`src/rtl/unsorted_array_min_priority_queue_defines.svh`:
```
// ------------------------------------------------------------------------
// unsorted array min priority queue assertion macros
// shared helpers for concurrent checks on clk with active-low reset
// ------------------------------------------------------------------------
`ifndef UNSORTED_ARRAY_MIN_PRIORITY_QUEUE_DEFINES_SVH
`define UNSORTED_ARRAY_MIN_PRIORITY_QUEUE_DEFINES_SVH

// property must hold at every edge outside reset
`define UAMPQ_ASSERT(lbl, prop, msg) \
    lbl: assert property (@(posedge clk) disable iff (!rst_n) prop) else $error(msg);

// condition must never be seen outside reset
`define UAMPQ_NEVER(lbl, cond, msg) \
    lbl: assert property (@(posedge clk) disable iff (!rst_n) !(cond)) else $error(msg);

`endif

```
`src/rtl/uampq_pkg.sv`:
```
`timescale 1ns / 1ps
// ------------------------------------------------------------------------
// uampq_pkg
// types, codes and sizes shared by the priority queue controller,
// datapath and top level
// ------------------------------------------------------------------------
package uampq_pkg;

    localparam int CAPACITY    = 64;
    localparam int VALUE_WIDTH = 32;
    localparam int IDX_W       = $clog2(CAPACITY);
    localparam int LEN_W       = 7;

    localparam logic [1:0] ACT_INSERT = 2'd0;
    localparam logic [1:0] ACT_REMOVE = 2'd1;
    localparam logic [1:0] ACT_CLEAR  = 2'd2;

    localparam logic [1:0] ST_OK    = 2'd0;
    localparam logic [1:0] ST_FULL  = 2'd1;
    localparam logic [1:0] ST_EMPTY = 2'd2;

    typedef struct packed {
        logic [1:0]                    action;
        logic signed [VALUE_WIDTH-1:0] value;
    } req_t;

    typedef struct packed {
        logic signed [VALUE_WIDTH-1:0] removed_value;
        logic [1:0]                    status;
        logic [LEN_W-1:0]              length;
    } rsp_t;

    // controller to datapath
    typedef struct packed {
        logic accept;
        logic scan;
        logic finish;
    } cmd_t;

    // datapath to controller
    typedef struct packed {
        logic start_scan;
        logic last_issue;
        logic out_free;
    } sts_t;

endpackage

```
`src/rtl/uampq_ctrl.sv`:
```
`timescale 1ns / 1ps
// ------------------------------------------------------------------------
// uampq_ctrl
// request sequencer: accepts one request, runs the minimum scan for a
// remove, then commits the update and the result in one step
// ------------------------------------------------------------------------
module uampq_ctrl
(
    input  logic              clk,
    input  logic              rst_n,
    input  logic              req_valid,
    output logic              req_stall,
    input  uampq_pkg::sts_t   sts,
    output uampq_pkg::cmd_t   cmd
);

    typedef enum logic [1:0] {
        S_IDLE,
        S_SCAN,
        S_DRAIN,
        S_FINISH
    } state_t;

    state_t state_reg;
    state_t state_next;

    always_comb
    begin
        state_next = state_reg;
        cmd        = '0;
        unique case (state_reg)
            S_IDLE:
            begin
                if (req_valid)
                begin
                    cmd.accept = 1'b1;
                    state_next = sts.start_scan ? S_SCAN : S_FINISH;
                end
            end
            S_SCAN:
            begin
                cmd.scan = 1'b1;
                if (sts.last_issue)
                begin
                    state_next = S_DRAIN;
                end
            end
            // last read data is compared here
            S_DRAIN:
            begin
                state_next = S_FINISH;
            end
            S_FINISH:
            begin
                if (sts.out_free)
                begin
                    cmd.finish = 1'b1;
                    state_next = S_IDLE;
                end
            end
            default:
            begin
                state_next = S_IDLE;
            end
        endcase
    end

    always_ff @(posedge clk or negedge rst_n)
    begin
        if (!rst_n)
        begin
            state_reg <= S_IDLE;
        end
        else
        begin
            state_reg <= state_next;
        end
    end

    assign req_stall = (state_reg != S_IDLE);

endmodule

```
`src/rtl/uampq_dp.sv`:
```
`timescale 1ns / 1ps
// ------------------------------------------------------------------------
// uampq_dp
// entry memory, count, scan comparator and result register of the
// priority queue
// ------------------------------------------------------------------------
`include "unsorted_array_min_priority_queue_defines.svh"

module uampq_dp
(
    input  logic              clk,
    input  logic              rst_n,
    input  uampq_pkg::req_t   req,
    input  uampq_pkg::cmd_t   cmd,
    output uampq_pkg::sts_t   sts,
    output logic              rsp_valid,
    input  logic              rsp_stall,
    output uampq_pkg::rsp_t   rsp
);

    localparam int IDX_W = uampq_pkg::IDX_W;
    localparam int LEN_W = uampq_pkg::LEN_W;
    localparam int VW    = uampq_pkg::VALUE_WIDTH;

    logic signed [VW-1:0]    mem [uampq_pkg::CAPACITY];

    uampq_pkg::req_t         req_reg;
    logic [LEN_W-1:0]        count_reg;
    logic [LEN_W-1:0]        count_next;
    logic [IDX_W-1:0]        scan_idx_reg;
    logic                    rd_vld_reg;
    logic [IDX_W-1:0]        rd_idx_reg;
    logic signed [VW-1:0]    rd_data_reg;
    logic signed [VW-1:0]    best_reg;
    logic [IDX_W-1:0]        best_idx_reg;
    logic signed [VW-1:0]    last_reg;
    logic                    out_valid_reg;
    uampq_pkg::rsp_t         out_reg;
    uampq_pkg::rsp_t         out_next;

    logic                    wr_en;
    logic [IDX_W-1:0]        wr_addr;
    logic signed [VW-1:0]    wr_data;
    logic                    is_full;

    assign is_full = (count_reg == LEN_W'(uampq_pkg::CAPACITY));

    assign sts.start_scan = (req.action == uampq_pkg::ACT_REMOVE) && (count_reg != '0);
    assign sts.last_issue = (LEN_W'(scan_idx_reg) == count_reg - LEN_W'(1));
    assign sts.out_free   = !out_valid_reg || !rsp_stall;

    // commit step: state update and result word
    always_comb
    begin
        count_next = count_reg;
        wr_en      = 1'b0;
        wr_addr    = count_reg[IDX_W-1:0];
        wr_data    = req_reg.value;
        out_next   = '0;
        case (req_reg.action)
            uampq_pkg::ACT_INSERT:
            begin
                if (is_full)
                begin
                    out_next.status = uampq_pkg::ST_FULL;
                end
                else
                begin
                    wr_en      = 1'b1;
                    count_next = count_reg + LEN_W'(1);
                end
            end
            uampq_pkg::ACT_REMOVE:
            begin
                if (count_reg == '0)
                begin
                    out_next.status = uampq_pkg::ST_EMPTY;
                end
                else
                begin
                    // last entry fills the hole left by the minimum
                    wr_en                  = 1'b1;
                    wr_addr                = best_idx_reg;
                    wr_data                = last_reg;
                    out_next.removed_value = best_reg;
                    count_next             = count_reg - LEN_W'(1);
                end
            end
            uampq_pkg::ACT_CLEAR:
            begin
                count_next = '0;
            end
            default:
            begin
                count_next = count_reg;
            end
        endcase
        out_next.length = count_next;
    end

    always_ff @(posedge clk)
    begin
        if (cmd.finish && wr_en)
        begin
            mem[wr_addr] <= wr_data;
        end
        rd_data_reg <= mem[scan_idx_reg];
    end

    always_ff @(posedge clk or negedge rst_n)
    begin
        if (!rst_n)
        begin
            count_reg     <= '0;
            scan_idx_reg  <= '0;
            rd_vld_reg    <= 1'b0;
            out_valid_reg <= 1'b0;
        end
        else
        begin
            rd_vld_reg <= cmd.scan;
            if (cmd.accept)
            begin
                scan_idx_reg <= '0;
            end
            else if (cmd.scan)
            begin
                scan_idx_reg <= scan_idx_reg + IDX_W'(1);
            end
            if (cmd.finish)
            begin
                count_reg     <= count_next;
                out_valid_reg <= 1'b1;
            end
            else if (out_valid_reg && !rsp_stall)
            begin
                out_valid_reg <= 1'b0;
            end
        end
    end

    always_ff @(posedge clk)
    begin
        if (cmd.accept)
        begin
            req_reg <= req;
        end
        if (cmd.scan)
        begin
            rd_idx_reg <= scan_idx_reg;
        end
        if (rd_vld_reg)
        begin
            last_reg <= rd_data_reg;
            // strict less keeps the lowest index among equal minima
            if (rd_idx_reg == '0 || rd_data_reg < best_reg)
            begin
                best_reg     <= rd_data_reg;
                best_idx_reg <= rd_idx_reg;
            end
        end
        if (cmd.finish)
        begin
            out_reg <= out_next;
        end
    end

    assign rsp_valid = out_valid_reg;
    assign rsp       = out_reg;

    `UAMPQ_NEVER(a_count_range, count_reg > LEN_W'(uampq_pkg::CAPACITY), "count above capacity")
    `UAMPQ_NEVER(a_scan_range, cmd.scan && (LEN_W'(scan_idx_reg) >= count_reg), "scan past count")
    `UAMPQ_ASSERT(a_remove_dec, cmd.finish && req_reg.action == uampq_pkg::ACT_REMOVE && count_reg != '0 |=> count_reg == $past(count_reg) - LEN_W'(1), "remove did not decrement count")
    `UAMPQ_ASSERT(a_len_match, cmd.finish |=> rsp_valid && rsp.length == count_reg, "reported length differs from count")

endmodule

```
`src/rtl/unsorted_array_min_priority_queue.sv`:
```
`timescale 1ns / 1ps
// insert, clear and unused codes: no scan; the request goes straight to the commit step,
//   and the result is registered once the output register is free
// remove: scan of the occupied entries through the single memory read port, one per cycle,
//   then the commit step; a remove on an empty queue skips the scan
// results wait in an output register; a new request is taken once the previous result is loaded
// reset clears the count and handshake state; entry contents are undefined until written
// ------------------------------------------------------------------------
// unsorted_array_min_priority_queue
// min priority queue over an unsorted entry memory with sequential scan
// ------------------------------------------------------------------------
module unsorted_array_min_priority_queue
(
    input  logic              clk,
    input  logic              rst_n,
    input  logic              req_valid,
    output logic              req_stall,
    input  uampq_pkg::req_t   req,
    output logic              rsp_valid,
    input  logic              rsp_stall,
    output uampq_pkg::rsp_t   rsp
);

    uampq_pkg::cmd_t cmd;
    uampq_pkg::sts_t sts;

    uampq_ctrl u_ctrl
    (
        .clk       (clk),
        .rst_n     (rst_n),
        .req_valid (req_valid),
        .req_stall (req_stall),
        .sts       (sts),
        .cmd       (cmd)
    );

    uampq_dp u_dp
    (
        .clk       (clk),
        .rst_n     (rst_n),
        .req       (req),
        .cmd       (cmd),
        .sts       (sts),
        .rsp_valid (rsp_valid),
        .rsp_stall (rsp_stall),
        .rsp       (rsp)
    );

endmodule
```
`config.mk`:
```
export PLATFORM = sky130hd
export DESIGN_NAME = unsorted_array_min_priority_queue
export DESIGN_NICKNAME = d
export VERILOG_FILES = /design/src/rtl/uampq_pkg.sv /design/src/rtl/uampq_ctrl.sv /design/src/rtl/uampq_dp.sv /design/src/rtl/unsorted_array_min_priority_queue.sv
export VERILOG_INCLUDE_DIRS = /design/src /design/src/rtl
export SDC_FILE = /design/constraint.sdc
export NUM_CORES = 2
export LEC_CHECK = 0
export ABC_AREA = 1
export BUFFER_PORTS_ARGS = -buffer_cell sky130_fd_sc_hd__buf_2
export CAP_MARGIN = 20
export CORE_UTILIZATION = 35
export DETAILED_ROUTE_END_ITERATION = 10
export PLACE_DENSITY = 0.56
export SETUP_SLACK_MARGIN = 0.05
export SLEW_MARGIN = 10
export SYNTH_ARGS = -nofsm -noshare
export SYNTH_HDL_FRONTEND = slang
export SYNTH_SLANG_ARGS = --single-unit
```
`constraint.sdc`:
```
create_clock -name clk -period 10.5 [get_ports clk]
set_input_delay 3.15 -clock clk [delete_from_list [all_inputs] [get_ports clk]]
set_output_delay 3.15 -clock clk [all_outputs]
set_load 0.02 [all_outputs]
```
==> run_results.csv <==
group,metric,value,unit
synth,synth_area_leaders,"edfxtp_1 75%, o21ai_0 6.0%, nor2_1 5.1%",
synth,syn_inst,6444,
worst_setup_path,r2r_setup_slack,5.72,ns
clock_tree,cts_num_sinks,2248,
finish,fin_nets,6462,
routing,ant_nets,0,
pwr,max-vdd-ir-drop,249.9,uV
worst_setup_path,cp.required,10.96,ns
floorplanning,io_pins,81,
sta,grt_setup_unrepaired,"no",
synth,synthesis.nets,6521,
global_routing,top_usage_layer,"met2",
synth,synth_top_flop_cell,"edfxtp_1",
routing,drc_errors,0,
pwr,switching_share,37.31,%
floorplanning,die-area,252100,um2
routing,wl_per_cell,26.45,um
pwr,combPwrFrac,29.9,%
worst_setup_path,cp-end-kind,"flop",
pwr,p_leak,30.90,nW
global_routing,use_met1,29.55,%
placed_design,dp.cells,9485,
floorplanning,fp.dieH,502.1,um
min_path,min_path_type,"flop to flop",
placed_design,place_hpwl,144.4,mm
pwr,switchingPower,10.07,mW
sta,setup-violations-final,0,
worst_setup_path,critPathLaunchType,"input pin",
outcome,outcome,"complete, no violations",
global_routing,grt_max_degree,184,
clock_tree,cts_buffer_depth,3,
synth,async_reset_ff_share,0.7562,%
worst_setup_path,crit_fanout,32,
clock_tree,htreeDepth,4,
worst_setup_path,worst_path_dominant_cell_family,"simple AND/OR/NAND/NOR gates",
pwr,p_seq_share,42.6,%
global_routing,met3_usage,3.656,%
clock_tree,post_cts_resized,0,
worst_setup_path,critPathBufInv,1,
clock_tree,cts_tree,"yes",
synth,syn_area,87530,um2
global_routing,grt_first_pass_wirelength,369.9,mm
synth,synth_edf_count,2199,
clock_tree,clk_pin_slew,0.06,ns
sta,max_freq,0.1885,GHz
global_routing,first_global_vias,50808,
pwr,internal-power,16.92,mW
clock_tree,root_buffer,"clkbuf_16",
synth,synth_most_common_cell,"edfxtp_1",
pwr,p_clk_share,27.5,%
sta,max_slew_margin,19.52,%
synth,synth_common_cells,"2199 x edfxtp_1, 1189 x nor2_1, 1050 x o21ai_0",
placed_design,globalplace.congestion,0.9048,
routing,drt_wl_total,261.7,mm
finish,ff_latch_area,67120,um2
sta,setup_tns,0,ns
synth,yosysSeqAreaShare,76.66,%
global_routing,grt.met2_usage,30.29,%
worst_setup_path,worstPathArrival,5.77,ns
min_path,min_path_cells,0,
floorplanning,fp.dieW,502.1,um
pwr,power_density,273.5,nW/um2
job,drv_cap,0,
synth,ys_warn_count,0,
synth,ys_types,42,
finish,drive_above_1_share,8.994,%
synth,ys_ff_latch,2248,
floorplanning,coreArea,248700,um2
worst_setup_path,crit_type,"input pin to flop",
finish,multi_input_area,19050,um2
routing,first_pass_iters,6,
worst_setup_path,crit_top_cell,"nand2_1",
routing,drt_iter0_drc,7604,
floorplanning,placementRows,183,
clock_tree,cts_hold_buf,0,
sta,finalCritPeriodShare,50.54,%
clock_tree,cts_setup_buffers,0,
global_routing,grt_usage,20.31,%
synth,synth_top_area_share,75.44,%
sta,skew,0.03188,ns
clock_tree,cts_made_buffers,213,
sta,final-max-slew-violation-count,0,
synth,avgSynthCellArea,13.58,um2
synth,synth_largest_area_cell,"edfxtp_1",
finish,areaGrowthSynthToFinish,12.75,%
routing,num_vias,54813,
worst_setup_path,crit_chain,"buf_2 -> nand2_1 -> nand2_1 -> nor2_8 -> nand4_4 -> nor2_4",
global_routing,antenna_found_initial,20,
clock_tree,clock_latency,0.87,ns
sta,period_needed,5.306,ns
worst_setup_path,ff2ff_path_depth,14,
finish,num-fill-cells,23040,
floorplanning,start_util,35.20,%
sta,hold_viol_final,0,
routing,via_per_inst,5.540,
worst_setup_path,critPathSlowestCell,"nor2_4",
finish,largest_register_ffs,2048,
finish,instances_no_fill,9894,
sta,tightest_slew,1.207,ns
worst_setup_path,cp.depth,6,
placed_design,port_buffers,80,
worst_setup_path,critPathMaxStageDelay,1.13,ns
global_routing,grt_overflow,0,
[path summary, 6_finish.rpt]
path | start | endpoint
min reg2reg | u_dp.rd_idx_reg[3] | u_dp.best_idx_reg[3]
min | u_dp.rd_idx_reg[3] | u_dp.best_idx_reg[3]
max reg2reg | u_dp.count_reg[0] | u_dp.mem[44][1]
max in group asynchronous | rst_n | u_dp.scan_idx_reg[0]
max | rsp_stall | u_dp.mem[31][13]
min in group asynchronous | rst_n | u_dp.count_reg[3]
[stage by stage]
stage	hold WS [ns]	cell area (um2)	utilization (%)	setup WS, ns	power (mW)
2_1_floorplan	0.4196	87530	-	3.943	15.95
3_3_place_gp	0.4330	91740	36.89	4.344	19.54
3_5_place_dp	0.4332	91760	36.90	4.318	19.67
4_1_cts	0.4439	98360	39.56	5.226	27.03
5_1_grt	0.4516	98680	39.68	5.166	27.96
6_report	0.4425	98690	39.69	5.194	26.99
[power groups by stage]
stage                     clock (mW)  sequential [mW]  combinational (mW)
after global placement             0             11.7                7.86
final                           7.43             11.5                8.06
after global routing            7.87             11.5                8.57
after detailed placement           0             11.7                7.99
after floorplan                    0             11.6                4.38
after CTS                       7.53             11.5                8.00
[cell type report]
class / count / share of cell area, %
antenna: 4 / 0.01014
clock inverter: 109 / 0.9585
inverter: 78 / 0.3284
multi-input combinational: 3675 / 19.30
sequential: 2248 / 68.01
clock buffer: 281 / 5.732
tap: 3330 / 4.222
timing repair buffer: 169 / 1.440
[metal layers]
metal | vias up | routed length, um
met1 | 27690 | 111100
met4 | 6 | 10020
met3 | 395 | 25540
met5 | - | 34
li1 | 24070 | -
met2 | 2652 | 115000
[cells by family (layout without fill, tap and decap cells)]
kind of cell	after synthesis	after routing	share of synthesized area, %
xor gates and xnor gates	9	9	0.1058
buffers and inverters	521	637	2.414
DFF	2248	2248	76.66
other	0	4	0
and+or+nand+nor	1894	1894	8.884
AOI/OAI and AO/OA	1733	1733	11.38
adders and majority gates	39	39	0.5575
[cell usage in the layout, fill, tap and decap left out, types with 8 or more instances in the layout]
cell type	instances
a21oi_1	104
buf_12	25
buf_2	80
buf_4	62
bufinv_16	11
clkbuf_1	62
clkbuf_16	214
clkinv_1	45
clkinv_2	35
dfrtp_1	12
dfxtp_1	32
edfxtp_1	2199
ha_1	39
inv_1	66
nand2_1	370
nand2_4	33
nand3_1	231
nand4_1	45
nor2_1	1125
nor2_4	66
o211ai_1	85
o21ai_0	1050
o221ai_1	168
o22ai_1	311
xor2_1	8
No activity file was read; power rests on OpenSTA's default activity.
